<file path="config.mk">
export PLATFORM = sky130hd
export DESIGN_NAME = cnv_back
export DESIGN_NICKNAME = d
export VERILOG_FILES = /design/src/cnv_pkg.sv /design/src/cnv_back.sv
export SDC_FILE = /design/constraint.sdc
export NUM_CORES = 1
export LEC_CHECK = 0
export BUFFER_PORTS_ARGS = -buffer_cell sky130_fd_sc_hd__buf_2
export CORE_ASPECT_RATIO = 0.8
export CORE_MARGIN = 2
export CORE_UTILIZATION = 30
export DETAILED_ROUTE_END_ITERATION = 16
export HOLD_SLACK_MARGIN = 0.02
export PLACE_DENSITY = 0.52
export RECOVER_POWER = 25
export SLEW_MARGIN = 20
export SYNTH_ARGS = -nofsm -noshare
export SYNTH_HDL_FRONTEND = slang
export SYNTH_SLANG_ARGS = --single-unit
</file>
<file path="constraint.sdc">
create_clock -name clk -period 49.4 [get_ports clk]
set_clock_uncertainty 0.1 [all_clocks]
set_input_delay 9.88 -clock clk [delete_from_list [all_inputs] [get_ports clk]]
set_output_delay 9.88 -clock clk [all_outputs]
set_load 0.01 [all_outputs]
</file>
<file path="src/cnv_pkg.sv">
// ----------------------------------------------------------------------------
// cnv_pkg
// shared constants, types and register codes of the 3x3 rgb convolution
// ----------------------------------------------------------------------------
package cnv_pkg;

	localparam int MAX_WIDTH  = 1024;
	localparam int MAX_HEIGHT = 1024;

	localparam int COL_W       = $clog2(MAX_WIDTH);
	localparam int ROW_W       = $clog2(MAX_HEIGHT);
	localparam int WIDTH_REG_W = 11;
	localparam int KERNEL_W    = 24;
	localparam int DIV_W       = 8;
	localparam int CH_W        = 8;
	localparam int PIX_W       = 3 * CH_W;
	localparam int WEIGHT_W    = 8;

	localparam int CFG_INDEX_W = 3;
	localparam int CFG_DATA_W  = 24;

	// nine taps of 8-bit signed weight times 8-bit pixel fit in 20 signed bits
	localparam int PROD_W = WEIGHT_W + CH_W + 1;
	localparam int SUM_W  = 20;
	localparam int MAG_W  = SUM_W - 1;
	localparam int NUM_W  = MAG_W + 2;
	localparam int DEN_W  = DIV_W + 1;
	localparam int QUO_W  = CH_W;
	localparam int QBIT_W = $clog2(QUO_W);

	localparam int QUEUE_DEPTH = 4;
	localparam int QPTR_W      = $clog2(QUEUE_DEPTH);
	localparam int QCNT_W      = $clog2(QUEUE_DEPTH + 1);

	localparam logic [CFG_INDEX_W-1:0] REG_IMAGE_WIDTH   = 3'd0;
	localparam logic [CFG_INDEX_W-1:0] REG_KERNEL_TOP    = 3'd1;
	localparam logic [CFG_INDEX_W-1:0] REG_KERNEL_MIDDLE = 3'd2;
	localparam logic [CFG_INDEX_W-1:0] REG_KERNEL_BOTTOM = 3'd3;
	localparam logic [CFG_INDEX_W-1:0] REG_DIVISOR       = 3'd4;

	localparam logic [WIDTH_REG_W-1:0] IMAGE_WIDTH_RESET = 11'd92;
	localparam logic [KERNEL_W-1:0]    KERNEL_TOP_RESET  = 24'h010201;
	localparam logic [KERNEL_W-1:0]    KERNEL_MID_RESET  = 24'h020302;
	localparam logic [KERNEL_W-1:0]    KERNEL_BOT_RESET  = 24'h010201;
	localparam logic [DIV_W-1:0]       DIVISOR_RESET     = 8'd15;

	localparam logic [WIDTH_REG_W-1:0] MIN_IMAGE_WIDTH = 11'd3;

	typedef logic [PIX_W-1:0] pixel_t;

	// window row 0 is the line above, column 0 the leftmost pixel
	typedef struct packed {
		pixel_t [2:0][2:0]  win;
		logic [COL_W-1:0]   column;
		logic [ROW_W-1:0]   row;
	} cnv_job_t;

	typedef struct packed {
		logic              empty;
		logic [QCNT_W-1:0] count;
	} cnv_qstat_t;

	typedef enum logic [2:0] {
		ST_IDLE,
		ST_MAC,
		ST_PREP,
		ST_DIV,
		ST_HOLD
	} cnv_state_t;

endpackage

</file>
<file path="src/cnv_back.sv">
// ----------------------------------------------------------------------------
// cnv_back
// per window: nine multiply-accumulate steps for all three channels, then
// a rounded division by the divisor, clamp, and the output register
// ----------------------------------------------------------------------------
module cnv_back (
	input  logic                          clk,
	input  logic                          arst_n,
	input  cnv_pkg::cnv_qstat_t           qstat,
	input  cnv_pkg::cnv_job_t             job,
	output logic                          job_pop,
	input  logic [cnv_pkg::KERNEL_W-1:0]  kernel_top_row,
	input  logic [cnv_pkg::KERNEL_W-1:0]  kernel_middle_row,
	input  logic [cnv_pkg::KERNEL_W-1:0]  kernel_bottom_row,
	input  logic [cnv_pkg::DIV_W-1:0]     divisor,
	output logic                          empty,
	input  logic                          pop,
	output logic [7:0]                    out_red,
	output logic [7:0]                    out_green,
	output logic [7:0]                    out_blue,
	output logic [9:0]                    out_column,
	output logic [9:0]                    out_row
);
	import cnv_pkg::*;

	cnv_state_t              state_q;
	cnv_state_t              state_d;
	logic                    load_out;
	logic                    last_tap;

	cnv_job_t                job_q;
	logic [1:0]              tap_row_q;
	logic [1:0]              tap_col_q;
	logic signed [SUM_W-1:0] acc_q [3];
	logic [NUM_W-1:0]        rem_q [3];
	logic [QUO_W-1:0]        quo_q [3];
	logic [QBIT_W-1:0]       bit_q;
	logic [DEN_W-1:0]        den_q;
	logic                    out_valid_q;

	logic [KERNEL_W-1:0]     kernel_word;
	logic signed [WEIGHT_W-1:0] weight;
	pixel_t                  tap_px;
	logic [DIV_W-1:0]        d_eff;
	logic [DEN_W-1:0]        den;
	logic [NUM_W-1:0]        step_sub;

	assign last_tap = (tap_row_q == 2'd2) && (tap_col_q == 2'd2);
	assign d_eff    = (divisor == '0) ? DIV_W'(1) : divisor;
	assign den      = {d_eff, 1'b0};
	assign step_sub = NUM_W'(den_q) << bit_q;

	always_ff @(posedge clk or negedge arst_n) begin
		if (!arst_n) begin
			state_q <= ST_IDLE;
		end else begin
			state_q <= state_d;
		end
	end

	always_comb begin
		state_d  = state_q;
		job_pop  = 1'b0;
		load_out = 1'b0;
		unique case (state_q)
			ST_IDLE: begin
				if (!qstat.empty) begin
					job_pop = 1'b1;
					state_d = ST_MAC;
				end
			end
			ST_MAC: begin
				if (last_tap) begin
					state_d = ST_PREP;
				end
			end
			ST_PREP: begin
				state_d = ST_DIV;
			end
			ST_DIV: begin
				if (bit_q == '0) begin
					state_d = ST_HOLD;
				end
			end
			ST_HOLD: begin
				if (!out_valid_q || pop) begin
					load_out = 1'b1;
					state_d  = ST_IDLE;
				end
			end
			default: state_d = ST_IDLE;
		endcase
	end

	always_comb begin
		unique case (tap_row_q)
			2'd0:    kernel_word = kernel_top_row;
			2'd1:    kernel_word = kernel_middle_row;
			default: kernel_word = kernel_bottom_row;
		endcase
		unique case (tap_col_q)
			2'd0:    weight = kernel_word[23:16];
			2'd1:    weight = kernel_word[15:8];
			default: weight = kernel_word[7:0];
		endcase
		tap_px = job_q.win[tap_row_q][tap_col_q];
	end

	always_ff @(posedge clk) begin
		unique case (state_q)
			ST_IDLE: begin
				job_q     <= job;
				tap_row_q <= '0;
				tap_col_q <= '0;
				for (int ch = 0; ch < 3; ch++) begin
					acc_q[ch] <= '0;
				end
			end
			ST_MAC: begin
				for (int ch = 0; ch < 3; ch++) begin
					logic signed [PROD_W-1:0] prod;
					prod = weight * $signed({1'b0, tap_px[(2 - ch) * CH_W +: CH_W]});
					acc_q[ch] <= acc_q[ch] + SUM_W'(prod);
				end
				if (tap_col_q == 2'd2) begin
					tap_col_q <= '0;
					tap_row_q <= tap_row_q + 2'd1;
				end else begin
					tap_col_q <= tap_col_q + 2'd1;
				end
			end
			ST_PREP: begin
				// (2*sum + d) / (2*d) rounds half away from zero for sum > 0
				for (int ch = 0; ch < 3; ch++) begin
					logic [NUM_W-1:0] num;
					num = NUM_W'({acc_q[ch][MAG_W-1:0], 1'b0}) + NUM_W'(d_eff);
					priority if (acc_q[ch][SUM_W-1] || acc_q[ch] == '0) begin
						quo_q[ch] <= '0;
						rem_q[ch] <= '0;
					end else if (num >= NUM_W'({den, {QUO_W{1'b0}}})) begin
						quo_q[ch] <= '1;
						rem_q[ch] <= '0;
					end else begin
						quo_q[ch] <= '0;
						rem_q[ch] <= num;
					end
				end
				bit_q <= QBIT_W'(QUO_W - 1);
				den_q <= den;
			end
			ST_DIV: begin
				for (int ch = 0; ch < 3; ch++) begin
					if (rem_q[ch] >= step_sub) begin
						rem_q[ch]        <= rem_q[ch] - step_sub;
						quo_q[ch][bit_q] <= 1'b1;
					end
				end
				bit_q <= bit_q - QBIT_W'(1);
			end
			ST_HOLD: begin
			end
			default: begin
			end
		endcase
	end

	always_ff @(posedge clk or negedge arst_n) begin
		if (!arst_n) begin
			out_valid_q <= 1'b0;
		end else if (load_out) begin
			out_valid_q <= 1'b1;
		end else if (pop) begin
			out_valid_q <= 1'b0;
		end
	end

	always_ff @(posedge clk) begin
		if (load_out) begin
			out_red    <= quo_q[0];
			out_green  <= quo_q[1];
			out_blue   <= quo_q[2];
			out_column <= job_q.column;
			out_row    <= job_q.row;
		end
	end

	assign empty = !out_valid_q;

	a_pop_nonempty: assert property (@(posedge clk) disable iff (!arst_n)
		job_pop |-> !qstat.empty && state_q == ST_IDLE)
		else $error("back end took a window from an empty queue");

	a_rem_bound: assert property (@(posedge clk) disable iff (!arst_n)
		state_q == ST_DIV |->
			rem_q[0] < (NUM_W'(den_q) << (4'(bit_q) + 4'd1)) &&
			rem_q[1] < (NUM_W'(den_q) << (4'(bit_q) + 4'd1)) &&
			rem_q[2] < (NUM_W'(den_q) << (4'(bit_q) + 4'd1)))
		else $error("divider remainder out of range");

	a_hold_waits: assert property (@(posedge clk) disable iff (!arst_n)
		state_q == ST_HOLD && out_valid_q && !pop |=> state_q == ST_HOLD && out_valid_q)
		else $error("result overwritten before it was taken");

endmodule

</file>
==> out/metrics.yaml <==
status:
  status: "finished, violations left"
  violations: "max-capacitance violations, max-slew violations"
placed_design:
  dp_hpwl_mm: 69.5
  placed_cells: 4450
  routabilityCongestion: 0.826
  io_buffers: 365
clock_network:
  path_clk_slew_ps: 70
  cts-root-buf: "clkbuf_16"
  clock-sinks: 446
  cts_buffers: 52
  postCtsHoldBufs: 0
  insertion_delay_ps: 670
  htreeDepth: 2
  cts_tree: "yes"
  clock_path_buffers: 3
  post-cts-setup-buffers: 0
  cts-resized-gates: 0
global_route:
  grt_max_degree: 79
  overflow: 0
  grt_pass1_wl_mm: 140
  track_usage_pct: 17.3
  grt_antenna_before_repair: 24
  grt_pass1_vias: 22600
routing:
  drt-total-wl_mm: 91.8
  drtAntennaViolNets: 0
  drt_drc_violations_left: 0
  vias: 22500
  drt_iter0_markers: 1412
  avgViaCountPerCell: 4.93
  wire_per_inst_um: 20.1
  dr.pass1.iters: 5
finish:
  stdcell_count: 4563
  nFillCells: 10400
  regArea_mm2: 0.0132
  syn_to_final_growth_pct: 17.2
  multi_input_area_mm2: 0.0165
  drive_gt1_share_pct: 19.0
  nNetsFinal: 3873
  final_util_pct: 35.5
die:
  die_h_um: 292
  pin_count: 369
  die_x_um: 364
  core_area_mm2: 0.103
  initial_core_util_pct: 30.3
  placementRows: 105
  dieArea_mm2: 0.106
sta:
  period_share_pct: 41.0
  finalCriticalPeriod_ps: 20270
  rsz0062_at_grt: "no"
  maxSlewViolCount: 314
  worstMarginPinSlew_ps: 3510
  max_slew_margin_pct: -134
  holdWs_ps: 310
  setup_violations: 0
  fmax_mhz: 49.3
  tns_ps: 0
  hold_violations: 0
synth:
  synth_warnings: 0
  synth_edf_count: 426
  syn_area_per_cell_um2: 11.3
  syn_area_mm2: 0.0311
  postSynthCellCount: 2757
  ys_types: 97
  ys_ff_latch: 446
  syn_nets: 3517
  synthFlopType: "edfxtp_1"
  synth_seq_area_share_pct: 42.4
  async_flop_share_pct: 0.897
worst_setup_path:
  reg2reg_from: "tap_row_q[0]$_SDFFCE_PP0P_"
  worstPathArrival_ps: 10290
  crit_type: "in -> out"
  crit_required_ps: 39420
  rr_endpoint: "acc_q[0][19]$_SDFFCE_PP0N_"
  crit_end: "job_pop"
  reg2reg_depth: 25
  reg2reg_slack_ps: 40620
  path_max_fanout: 2
  endpoint_kind: "output pin"
  start_kind: "input pin"
  critPathLaunch: "qstat[3]"
run:
  maxCapViolCount: 7
worst_hold_path:
  min_path_type: "reg -> reg"
-- worst min path at each step --
stage	start	to	slack, ps	depth (start not counted)
final	job_q[12]$_DFFE_PP_	out_column[2]$_DFFE_PP_	310	0
after global routing	job_q[10]$_DFFE_PP_	out_column[0]$_DFFE_PP_	320	0
after CTS	job_q[12]$_DFFE_PP_	out_column[2]$_DFFE_PP_	310	0
after detailed placement	job_q[17]$_DFFE_PP_	out_column[7]$_DFFE_PP_	310	0
after global placement	job_q[9]$_DFFE_PP_	out_row[9]$_DFFE_PP_	300	0
after floorplan	quo_q[0][16]$_SDFFCE_PN0P_	out_blue[0]$_DFFE_PP_	300	0
-- state kept, by name, summed over array words and instances (netlist names) --
| signal | count |
|---|---|
| job_q | 236 |
| out_red | 8 |
| out_column | 10 |
| out_blue | 8 |
| state_q | 3 |
| quo_q | 24 |
| acc_q | 60 |
| bit_q | 3 |
| den_q | 8 |
| tap_col_q | 2 |
| tap_row_q | 2 |
| out_valid_q | 1 |
| out_green | 8 |
| out_row | 10 |
| rem_q | 63 |
-- per-layer routing --
metal	global-route usage, %	routed length, um
met4	5.88	2680
met3	3.72	5870
met2	26.0	40000
met5	0	80
met1	24.5	43200
-- logic make-up (layout without fill, tap and decap cells) --
group / Yosys count / count (layout) / synth area share [%]
buffers and inverters: 383 / 781 / 4.76
multiplexers: 89 / 89 / 3.99
other: 0 / 17 / 0
adder cells (fa/ha/maj): 437 / 437 / 21.3
AO/OA/AOI/OAI: 517 / 517 / 12.1
XOR/XNOR: 118 / 118 / 3.32
AND/OR/NAND/NOR: 767 / 767 / 12.1
flip-flops: 446 / 446 / 42.4
-- critical path, stage by stage --
cell and delay, ps:
buf_2 100, nor4_1 140, buf_2 170
-- layout make-up --
cell class | instances | share of cell area (%)
antenna | 17 | 0.117
clock buffer | 66 | 3.91
clock inverter | 30 | 1.05
inverter | 282 | 2.90
multi-input combinational | 1928 | 45.3
sequential | 446 | 36.2
tap | 1391 | 4.77
timing repair buffer | 403 | 5.73
-- cells in the mapped netlist (19+ instances only) --
cell type  number  share of area (%)
inv_1         277                3.3
nand2_1       156                1.9
o21ai_0        80                1.3
fa_1          156                 10
a22oi_1        25               0.60
and3_1         39               0.78
nor2b_1        36               0.72
mux2i_1        37                1.2
xnor2_1        64                1.8
a211oi_1       21               0.51
nor2_1        250                3.0
a21o_1         27               0.65
clkbuf_1       66               0.80
a221o_1        31                1.0
nor4_1         28               0.56
o21a_1         19               0.46
a22o_1         20               0.56
nand3_1        50               0.80
mux4_2         25                1.8
mux2_2         26               0.94
edfxtp_1      426                 41
xor2_1         54                1.5
nand2b_1       61                1.2
ha_1          281                 11
buf_2          26               0.42
a21oi_1       103                1.7
nor3_1         47               0.76
or2_2          26               0.52
-- through the flow --
stage / cell area (um2) / worst slack, ps
after floorplan: 31100 / 29190
after global placement: 34700 / 29070
after detailed placement: 34700 / 29120
after CTS: 36500 / 29120
after global routing: 36500 / 29110
final: 36500 / 29130
-- placed cells by master (no fill, tap or decap), types with 55 or more instances in the layout --
cell | synthesis | routed
fa_1 | 156 | 156
buf_2 | 26 | 365
nand2_1 | 156 | 156
clkbuf_16 | 0 | 55
edfxtp_1 | 426 | 426
a21oi_1 | 103 | 103
o21ai_0 | 80 | 78
nand2b_1 | 61 | 61
xnor2_1 | 64 | 64
inv_1 | 277 | 278
ha_1 | 281 | 281
nor2_1 | 250 | 245
Power is left out: the tool's default activity adds up to more than one toggle a clock period on the data nets, which glitch-free logic cannot reach.
