$ cat config.mk
export PLATFORM = sky130hd
export DESIGN_NAME = cnv_queue
export DESIGN_NICKNAME = d
export VERILOG_FILES = /design/src/cnv_pkg.sv /design/src/cnv_queue.sv
export SDC_FILE = /design/constraint.sdc
export NUM_CORES = 1
export LEC_CHECK = 0
export BUFFER_PORTS_ARGS = -buffer_cell sky130_fd_sc_hd__clkbuf_2
export CORE_MARGIN = 5
export CORE_UTILIZATION = 51
export DETAILED_ROUTE_END_ITERATION = 7
export PLACE_DENSITY = 0.75
export SLEW_MARGIN = 20
export SYNTH_ARGS = -nofsm -noshare
export SYNTH_HDL_FRONTEND = slang
export SYNTH_SLANG_ARGS = --single-unit
$ cat constraint.sdc
create_clock -name clk -period 6.77 [get_ports clk]
set_input_delay 0.3385 -clock clk [delete_from_list [all_inputs] [get_ports clk]]
set_output_delay 0.3385 -clock clk [all_outputs]
set_load 0.01 [all_outputs]
$ cat src/cnv_pkg.sv
// ----------------------------------------------------------------------------
// cnv_pkg
// shared constants, types and register codes of the 3x3 rgb convolution
// ----------------------------------------------------------------------------
package cnv_pkg;

	localparam int MAX_WIDTH  = 1024;
	localparam int MAX_HEIGHT = 1024;

	localparam int COL_W       = $clog2(MAX_WIDTH);
	localparam int ROW_W       = $clog2(MAX_HEIGHT);
	localparam int WIDTH_REG_W = 11;
	localparam int KERNEL_W    = 24;
	localparam int DIV_W       = 8;
	localparam int CH_W        = 8;
	localparam int PIX_W       = 3 * CH_W;
	localparam int WEIGHT_W    = 8;

	localparam int CFG_INDEX_W = 3;
	localparam int CFG_DATA_W  = 24;

	// nine taps of 8-bit signed weight times 8-bit pixel fit in 20 signed bits
	localparam int PROD_W = WEIGHT_W + CH_W + 1;
	localparam int SUM_W  = 20;
	localparam int MAG_W  = SUM_W - 1;
	localparam int NUM_W  = MAG_W + 2;
	localparam int DEN_W  = DIV_W + 1;
	localparam int QUO_W  = CH_W;
	localparam int QBIT_W = $clog2(QUO_W);

	localparam int QUEUE_DEPTH = 4;
	localparam int QPTR_W      = $clog2(QUEUE_DEPTH);
	localparam int QCNT_W      = $clog2(QUEUE_DEPTH + 1);

	localparam logic [CFG_INDEX_W-1:0] REG_IMAGE_WIDTH   = 3'd0;
	localparam logic [CFG_INDEX_W-1:0] REG_KERNEL_TOP    = 3'd1;
	localparam logic [CFG_INDEX_W-1:0] REG_KERNEL_MIDDLE = 3'd2;
	localparam logic [CFG_INDEX_W-1:0] REG_KERNEL_BOTTOM = 3'd3;
	localparam logic [CFG_INDEX_W-1:0] REG_DIVISOR       = 3'd4;

	localparam logic [WIDTH_REG_W-1:0] IMAGE_WIDTH_RESET = 11'd92;
	localparam logic [KERNEL_W-1:0]    KERNEL_TOP_RESET  = 24'h010201;
	localparam logic [KERNEL_W-1:0]    KERNEL_MID_RESET  = 24'h020302;
	localparam logic [KERNEL_W-1:0]    KERNEL_BOT_RESET  = 24'h010201;
	localparam logic [DIV_W-1:0]       DIVISOR_RESET     = 8'd15;

	localparam logic [WIDTH_REG_W-1:0] MIN_IMAGE_WIDTH = 11'd3;

	typedef logic [PIX_W-1:0] pixel_t;

	// window row 0 is the line above, column 0 the leftmost pixel
	typedef struct packed {
		pixel_t [2:0][2:0]  win;
		logic [COL_W-1:0]   column;
		logic [ROW_W-1:0]   row;
	} cnv_job_t;

	typedef struct packed {
		logic              empty;
		logic [QCNT_W-1:0] count;
	} cnv_qstat_t;

	typedef enum logic [2:0] {
		ST_IDLE,
		ST_MAC,
		ST_PREP,
		ST_DIV,
		ST_HOLD
	} cnv_state_t;

endpackage

$ cat src/cnv_queue.sv
// ----------------------------------------------------------------------------
// cnv_queue
// short fifo of windows between the front and the arithmetic back end
// ----------------------------------------------------------------------------
module cnv_queue (
	input  logic                 clk,
	input  logic                 arst_n,
	input  logic                 wr_en,
	input  cnv_pkg::cnv_job_t    wr_job,
	input  logic                 rd_en,
	output cnv_pkg::cnv_job_t    rd_job,
	output cnv_pkg::cnv_qstat_t  qstat
);
	import cnv_pkg::*;

	cnv_job_t          slot_q [QUEUE_DEPTH];
	logic [QPTR_W-1:0] wptr_q;
	logic [QPTR_W-1:0] rptr_q;
	logic [QCNT_W-1:0] count_q;

	always_ff @(posedge clk or negedge arst_n) begin
		if (!arst_n) begin
			wptr_q  <= '0;
			rptr_q  <= '0;
			count_q <= '0;
		end else begin
			if (wr_en) begin
				wptr_q <= wptr_q + QPTR_W'(1);
			end
			if (rd_en) begin
				rptr_q <= rptr_q + QPTR_W'(1);
			end
			unique case ({wr_en, rd_en})
				2'b10:   count_q <= count_q + QCNT_W'(1);
				2'b01:   count_q <= count_q - QCNT_W'(1);
				default: count_q <= count_q;
			endcase
		end
	end

	always_ff @(posedge clk) begin
		if (wr_en) begin
			slot_q[wptr_q] <= wr_job;
		end
	end

	assign rd_job      = slot_q[rptr_q];
	assign qstat.empty = (count_q == '0);
	assign qstat.count = count_q;

	a_no_overflow: assert property (@(posedge clk) disable iff (!arst_n)
		wr_en |-> count_q != QCNT_W'(QUEUE_DEPTH) || rd_en)
		else $error("window queue overflow");

	a_no_underflow: assert property (@(posedge clk) disable iff (!arst_n)
		rd_en |-> count_q != '0)
		else $error("window queue underflow");

endmodule

==> results.py, run 1 <==
metrics = {
    "status": {
        "status": "finished, final reports clean",
    },
    "place": {
        "placed_cells": 2580,
        "place_area_um2": 37700,
        "hpwl_um": 41900,
        "portBuffers": 479,
        "routabilityCongestion": 0.761,
    },
    "setup_path": {
        "start_kind": "flop",
        "r2r-start": "wptr_q[1]",
        "ff2ff_path_depth": 4,
        "r2r-end": "slot_q[1][115]",
        "endpoint_kind": "output port",
        "worstPathArrival_ns": 3.37,
        "cp_data_required_time_ns": 6.43,
        "crit_start": "rptr_q[0]",
        "endpoint": "rd_job[77]",
        "worst-r2r-setup-slack_ns": 4.10,
        "criticalPathCategory": "reg -> out",
        "cp_max_fo": 104,
    },
    "sta": {
        "tightest_slew_ns": 1.21,
        "fin_skew_ns": 0.0231,
        "setup_violations": 0,
        "rsz0062_at_grt": "no",
        "period_share": 0.548,
        "fin_tns_setup_ns": 0,
        "hold_slack_ns": 0.0883,
        "drv_slew": 0,
        "relSlewSlack": 0.190,
        "fmax_ghz": 0.270,
        "period_needed_ns": 3.71,
        "hold_viol_final": 0,
    },
    "detailed_routing": {
        "wl_per_cell_um": 24.7,
        "drtIter0Drc": 1372,
        "wl_met2_um": 38500,
        "viasPerCell": 5.56,
        "highest_layer": "met5",
        "firstDrtPassIters": 5,
        "ant_nets": 0,
        "vias": 16700,
        "dr_wl_met3_um": 6440,
        "route.detailed.drc": 0,
        "finalWirelength_um": 74400,
        "met1_length_um": 27400,
    },
    "global_routing": {
        "grt_start_max_net_pins": 140,
        "grt.overflow.total": 0,
        "grt_pass1_vias": 18000,
        "grt.total_usage": 0.200,
        "grt_pass1_wl_um": 112000,
        "grt_antenna_before_repair": 12,
    },
    "run": {
        "max_cap_violations": 0,
    },
    "final_layout": {
        "areaGrowthSynthToFinish_pct": 25.0,
        "final_area_um2": 43300,
        "final-instance-count-excl-fill": 3005,
        "drive_above_1_share": 0.413,
        "fillers": 4273,
        "nNetsFinal": 2288,
    },
    "yosys": {
        "ys_warn_count": 0,
        "synth-seq-cells": 951,
        "yosys.area.top_type": "edfxtp_1",
        "synth_edf_count": 944,
        "synth.avg_cell_area_um2": 27.3,
        "netlist.area_leader.share": 0.818,
        "yosysSeqAreaShare": 0.823,
        "synth_nets": 1515,
        "synthCells": 1269,
        "syn_area_um2": 34700,
        "synth-main-ff-cell": "edfxtp_1",
        "async_flop_share": 0.00736,
        "synthDistinctLibCells": 19,
        "synth_area_leaders": "edfxtp_1, mux4_2, buf_12, dfrtp_1, buf_2",
    },
    "clocking": {
        "cts_setup_buffers": 0,
        "root_buffer": "clkbuf_16",
        "clock_latency_ns": 0.65,
        "cts_resized": 0,
        "numCtsBuffers": 94,
        "clock-sinks": 951,
        "ctsHoldBuffers": 239,
        "clk_pin_slew_ns": 0.06,
        "cts_tree": "yes",
        "cts_buffer_depth": 3,
        "ctsHtreeMaxLevel": 3,
    },
    "floorplan": {
        "die_w_um": 271,
        "die-area_um2": 73300,
        "num_rows": 95,
        "start_util": 0.515,
        "ios": 480,
        "dieHeight_um": 271,
        "core_um2": 67300,
    },
    "power_and_ir_drop": {
        "power.density_nw_per_um2": 427,
        "ir_drop_mv": 0.384,
        "leakage_nw": 15.0,
    },
    "hold_path": {
        "hp-class": "in -> async",
    },
}
==> cell families (layout without fill, tap and decap cells) <==
logic type | count (synthesis) | count (layout) | share of synthesized area
xor gates and xnor gates | 6 | 6 | 0.00152
DFF | 951 | 951 | 0.823
buffers and inverters | 59 | 912 | 0.0187
other | 0 | 10 | 0
muxes | 236 | 236 | 0.153
adders and majority gates | 6 | 6 | 0.00238
AOI/OAI and AO/OA | 2 | 2 | 0.000289
and+or+nand+nor | 9 | 9 | 0.00130
==> synth_stat cells (3+ instances only) <==
library cell,count
and2_1,4
ha_1,5
buf_12,22
buf_6,3
inv_1,6
nand2_1,3
buf_2,24
mux4_2,236
dfrtp_1,7
xor2_1,4
edfxtp_1,944
==> stage by stage <==
step,setup WS [ns],util,power [mW]
final,3.06,0.644,18.5
after global routing,2.73,0.644,19.3
after CTS,2.97,0.644,18.7
after detailed placement,3.67,0.561,13.3
after global placement,3.68,0.561,13.2
after floorplan,0.169,-,11.8
==> state kept, by name (all words and copies together), names as in the netlist <==
signal   count
slot_q     944
rptr_q       2
wptr_q       2
count_q      3
==> power breakdown <==
group | internal, mW | switching, mW
clock network | 3.04 | 2.20
logic | 2.30 | 2.86
registers | 7.71 | 0.382
==> worst max-delay path, cell delays in order (launching register included) <==
cell      delay (ns)
dfrtp_4         1.04
buf_12          0.59
mux4_2          0.62
clkbuf_2        0.16
==> placed cells by master, fill, tap and decap left out, drive strengths merged, types with 3 or more instances in the layout <==
cell type	netlist	layout
xor2	4	4
dlygate4sd3	0	239
clkinv	0	44
mux4	236	236
bufinv	0	12
inv	6	13
and2	4	4
clkinvlp	0	6
nand2	3	3
ha	5	5
edfxtp	944	944
diode	0	10
clkbuf	2	586
buf	51	12
dfrtp	7	7
==> per-layer routing <==
| layer | vias up | global-route usage |
|---|---|---|
| met5 | - | 0 |
| met3 | 129 | 0.0576 |
| met4 | 4 | 0.0613 |
| li1 | 7100 | - |
| met1 | 8705 | 0.257 |
| met2 | 757 | 0.336 |
==> worst min-delay path by stage <==
stage                      end  slack (ns)    from
finish              count_q[1]        0.09  arst_n
global route        count_q[1]        0.07  arst_n
CTS                 count_q[1]        0.04  arst_n
detailed placement  count_q[2]        0.20  arst_n
global placement    count_q[2]        0.19  arst_n
floorplan           count_q[0]        0.04  arst_n
==> final cells by class <==
cell class                      instances  area (um2)  share of cell area
Sequential cell                       951       28500               0.658
Multi-Input combinational cell        259        5520               0.127
Timing Repair Buffer                  730        4980               0.115
Clock buffer                          107        2400              0.0554
Tap cell                              873        1090              0.0252
Clock inverter                         69         768              0.0177
Antenna cell                           10        25.0            0.000577
Inverter                                6        22.5            0.000520
No activity file was read; power rests on OpenSTA's default activity.
==> run 2, diff against run 1 <==
- clock period: 6.77 -> 3 ns (I/O delays scaled with it)
==> results.py, run 2 (synthesis results as in run 1) <==
metrics = {
    "status": {
        "status": "finished, final reports clean",
    },
    "sta": {
        "fin_skew_ns": 0.0405,
        "hold_viol_final": 0,
        "period_share": 0.893,
        "setup_violations": 0,
        "tightest_slew_ns": 0.601,
        "fmax_ghz": 0.373,
        "drv_slew": 0,
        "fin_tns_setup_ns": 0,
        "rsz0062_at_grt": "no",
        "relSlewSlack": 0.599,
        "period_needed_ns": 2.68,
    },
    "clocking": {
        "cts_tree": "yes",
        "root_buffer": "clkbuf_16",
        "cts_buffer_depth": 3,
        "clock_latency_ns": 0.65,
        "ctsHtreeMaxLevel": 3,
        "cts_setup_buffers": 0,
        "clk_pin_slew_ns": 0.06,
        "numCtsBuffers": 93,
        "clock-sinks": 951,
    },
    "global_routing": {
        "grt_pass1_vias": 18200,
        "grt_antenna_before_repair": 7,
        "grt_pass1_wl_um": 116000,
        "grt.overflow.total": 0,
        "grt_start_max_net_pins": 83,
        "grt.total_usage": 0.209,
    },
    "final_layout": {
        "top_register": "slot_q",
        "fillers": 4210,
        "regArea_um2": 28500,
        "reg.largest.list": "slot_q (944), count_q (3)",
        "largest_reg_flops": 944,
        "mostFrequentLayoutCell": "edfxtp_1",
        "drive_above_1_share": 0.423,
        "areaGrowthSynthToFinish_pct": 26.3,
        "multiInputGateArea_um2": 5520,
        "nNetsFinal": 2343,
        "final_cell_mix": "edfxtp_1, clkbuf_2, dlygate4sd3_1, mux4_2, clkbuf_16",
        "final_area_um2": 43800,
    },
    "setup_path": {
        "r2r-start": "wptr_q[1]",
        "start_kind": "flop",
        "worstPathArrival_ns": 2.53,
        "slowest_stage": "dfrtp_4",
        "crit_start": "rptr_q[0]",
        "crit_cells": 3,
        "slowest_delay_ns": 0.80,
        "crit_buf_inv": 2,
        "ff2ff_path_depth": 4,
        "endpoint_kind": "output port",
        "endpoint": "rd_job[109]",
        "cp_cell_sequence": "buf_12, mux4_2, clkbuf_2",
        "r2r-end": "slot_q[1][57]",
        "cp_data_required_time_ns": 2.85,
        "worst-r2r-setup-slack_ns": 0.96,
        "cp_max_fo": 28,
        "criticalPathCategory": "reg -> out",
        "cp_top_family": "flip-flops",
    },
    "detailed_routing": {
        "ant_nets": 0,
        "firstDrtPassIters": 5,
        "wl_per_cell_um": 25.1,
        "finalWirelength_um": 76700,
        "vias": 17000,
        "route.detailed.drc": 0,
        "drtIter0Drc": 1469,
        "viasPerCell": 5.58,
    },
    "power_and_ir_drop": {
        "total_power_mw": 42.0,
        "ir_drop_mv": 0.774,
        "power.density_nw_per_um2": 958,
        "leakage_nw": 15.3,
    },
    "floorplan": {
        "core_um2": 67300,
        "ios": 480,
        "dieHeight_um": 271,
        "start_util": 0.515,
        "num_rows": 95,
        "die_w_um": 271,
        "die-area_um2": 73300,
    },
    "place": {
        "portBuffers": 479,
        "place_area_um2": 38400,
        "routabilityCongestion": 0.773,
        "hpwl_um": 46200,
    },
    "run": {
        "max_cap_violations": 0,
    },
    "hold_path": {
        "hp-class": "in -> reg",
    },
}
## run 2: where the power goes
group / internal (mW) / switching (mW)
Clock: 6.43 / 4.82
Combinational: 5.75 / 6.84
Sequential: 17.3 / 0.791
Total: 29.5 / 12.5
## run 2: layout make-up
| type | count | share of cell area |
|---|---|---|
| sequential | 951 | 0.651 |
| timing repair buffer | 786 | 0.129 |
| multi-input combinational | 259 | 0.126 |
| clock buffer | 111 | 0.0556 |
| tap | 873 | 0.0249 |
| clock inverter | 60 | 0.0125 |
| inverter | 6 | 0.000514 |
| antenna | 5 | 0.000286 |
## run 2: what timing repair did
item,in CTS,in global routing
gates resized for setup,0,0
hold buffers,240,0
hold endpoints to repair,957,0
## run 2: stage by stage
| step | utilization | worst slack, ns | hold slack, ns | instances |
|---|---|---|---|---|
| 2_1_floorplan | - | 0.284 | -0.146 | 1269 |
| 3_3_place_gp | 0.571 | 0.914 | -0.00795 | 2635 |
| 3_5_place_dp | 0.571 | 0.908 | 0.00665 | 2635 |
| 4_1_cts | 0.651 | 0.200 | 0.215 | 3046 |
| 5_1_grt | 0.651 | 0.150 | 0.244 | 3050 |
| 6_report | 0.651 | 0.320 | 0.270 | 3051 |
## run 2: how the worst min path moves through the flow
| stage | start | to | slack (ns) | depth (start not counted) |
|---|---|---|---|---|
| after floorplan | arst_n | count_q[0] | -0.15 | 0 |
| after CTS | wr_job[191] | slot_q[0][191] | 0.21 | 2 |
| after global placement | arst_n | count_q[2] | -0.008 | 1 |
| after detailed placement | arst_n | count_q[2] | 0.007 | 1 |
| after global routing | wr_job[163] | slot_q[0][163] | 0.24 | 2 |
| final | wr_job[163] | slot_q[3][163] | 0.27 | 2 |
## run 2: metal layers
layer	share of wire	GRT usage	wire length [um]
met5	0.00039	0	30
met4	0.028	0.0559	2110
met1	0.36	0.258	27600
met2	0.54	0.367	41200
met3	0.075	0.0578	5770
## run 2: worst register-to-register path: cells and delay by family (launching register included)
| family | cells | cell delay (ns) |
|---|---|---|
| fa+ha+maj | 1 | 0.15 |
| buf+inv | 2 | 0.64 |
| flops | 1 | 0.40 |
| simple gates | 1 | 0.50 |
==> run 3, diff against run 2 <==
- CORE_UTILIZATION: 51 -> 38
- PLACE_DENSITY: 0.75 -> default
==> results.py, run 3 (synthesis results as in run 1) <==
metrics = {
    "detailed_routing": {
        "drtIter0Drc": 1073,
        "route.detailed.drc": 0,
        "wl_per_cell_um": 22.3,
        "finalWirelength_um": 74500,
        "viasPerCell": 4.91,
        "ant_nets": 0,
        "firstDrtPassIters": 5,
        "vias": 16400,
    },
    "sta": {
        "period_share": 0.917,
        "fmax_ghz": 0.364,
        "relSlewSlack": 0.611,
        "fin_tns_setup_ns": 0,
        "drv_slew": 0,
        "fin_skew_ns": 0.0147,
        "hold_slack_ns": 0.246,
        "rsz0062_at_grt": "no",
        "setup_violations": 0,
        "tightest_slew_ns": 0.583,
        "hold_viol_final": 0,
        "period_needed_ns": 2.75,
    },
    "setup_path": {
        "start_kind": "flop",
        "cp_data_required_time_ns": 2.85,
        "criticalPathCategory": "reg -> out",
        "r2r-end": "slot_q[1][202]",
        "cp_max_fo": 35,
        "crit_start": "rptr_q[0]",
        "ff2ff_path_depth": 4,
        "endpoint_kind": "output port",
        "endpoint": "rd_job[74]",
        "worst-r2r-setup-slack_ns": 0.98,
        "worstPathArrival_ns": 2.60,
        "r2r-start": "wptr_q[1]",
    },
    "floorplan": {
        "ios": 480,
        "core_um2": 90300,
        "die_w_um": 312,
        "start_util": 0.384,
        "die-area_um2": 97400,
        "num_rows": 110,
        "dieHeight_um": 312,
    },
    "clocking": {
        "cts_setup_buffers": 0,
        "clock-sinks": 951,
        "numCtsBuffers": 99,
        "clk_pin_slew_ns": 0.06,
        "cts_resized": 0,
        "cts_tree": "yes",
        "clock_latency_ns": 0.65,
        "cts_buffer_depth": 3,
        "ctsHtreeMaxLevel": 3,
        "root_buffer": "clkbuf_16",
    },
    "hold_path": {
        "hold_path_startpoint": "wr_job[57]",
        "hp-class": "in -> reg",
    },
    "final_layout": {
        "top_register": "slot_q",
        "areaGrowthSynthToFinish_pct": 27.5,
        "fillers": 7323,
        "final-instance-count-excl-fill": 3344,
        "nNetsFinal": 2333,
        "utilization": 0.490,
        "largest_reg_flops": 944,
        "drive_above_1_share": 0.417,
        "mostFrequentLayoutCell": "edfxtp_1",
        "final_cell_mix": "edfxtp_1, clkbuf_2, dlygate4sd3_1, mux4_2, clkbuf_16",
        "reg.largest.list": "slot_q (944), count_q (3)",
    },
    "global_routing": {
        "grt_pass1_wl_um": 114000,
        "grt_start_max_net_pins": 78,
        "grt.overflow.total": 0,
        "grt.total_usage": 0.153,
        "grt_antenna_before_repair": 6,
        "grt_pass1_vias": 18100,
    },
    "place": {
        "routabilityCongestion": 0.708,
        "hpwl_um": 46800,
        "placed_cells": 2922,
        "portBuffers": 479,
    },
    "power_and_ir_drop": {
        "ir_drop_mv": 0.663,
        "leakage_nw": 15.3,
        "power.density_nw_per_um2": 953,
    },
    "status": {
        "status": "finished, final reports clean",
    },
    "run": {
        "max_cap_violations": 0,
    },
}
## run 3: changes by cell type in the layout (fill, tap and decap cells not counted), sizes merged
cell / before / now
buf: 67 / 51
bufinv: 7 / 9
clkbuf: 590 / 608
clkinv: 47 / 33
clkinvlp: 5 / 3
diode: 5 / 4
inv: 7 / 10
## run 3: what timing repair did
| action | CTS | global route |
|---|---|---|
| hold buffers | 240 | 0 |
| hold endpoints to repair | 958 | 0 |
| endpoints found under the setup margin | 0 | 0 |
## run 3: worst min path at each step
stage | to | slack [ns] | cells after the start
floorplan | count_q[0] | -0.15 | 0
global placement | count_q[2] | 0.04 | 1
detailed placement | count_q[0] | 0.05 | 1
CTS | slot_q[3][57] | 0.17 | 2
global route | slot_q[3][204] | 0.19 | 2
finish | slot_q[3][57] | 0.25 | 2
## run 3: area by class of cell
| type | instances | area [um2] | share of cell area |
|---|---|---|---|
| Sequential cell | 951 | 28500 | 0.645 |
| Multi-Input combinational cell | 259 | 5520 | 0.125 |
| Timing Repair Buffer | 770 | 5510 | 0.125 |
| Clock buffer | 129 | 2650 | 0.0600 |
| Tap cell | 1176 | 1470 | 0.0333 |
| Clock inverter | 49 | 493 | 0.0112 |
| Inverter | 6 | 22.5 | 0.000509 |
| Antenna cell | 4 | 10.0 | 0.000226 |
## run 3: critical path, stage by stage (launching register included)
cell and delay, ns:
dfrtp_4 0.79, buf_12 0.36, mux4_2 0.60, clkbuf_2 0.16
## run 3: layer usage
metal	global-route usage	part of all wire
met2	0.264	0.52
met3	0.0482	0.072
met4	0.0398	0.022
met5	0	0.00036
met1	0.188	0.39
## run 3: stage by stage
| step | total power [mW] | area (um2) | setup slack, ns |
|---|---|---|---|
| global route | 44.3 | 44200 | 0.0586 |
| detailed placement | 30.8 | 38600 | 0.847 |
| CTS | 43.0 | 44200 | 0.0871 |
| floorplan | 26.1 | 34700 | 0.284 |
| global placement | 30.6 | 38600 | 0.857 |
| finish | 42.1 | 44200 | 0.249 |
## run 3: report_power, final
part	leakage (nW)	internal, mW	switching (mW)	total (mW)
Sequential	8.75	17.3	0.655	18.0
Clock	1.52	6.99	4.79	11.8
Combinational	4.98	5.63	6.73	12.4
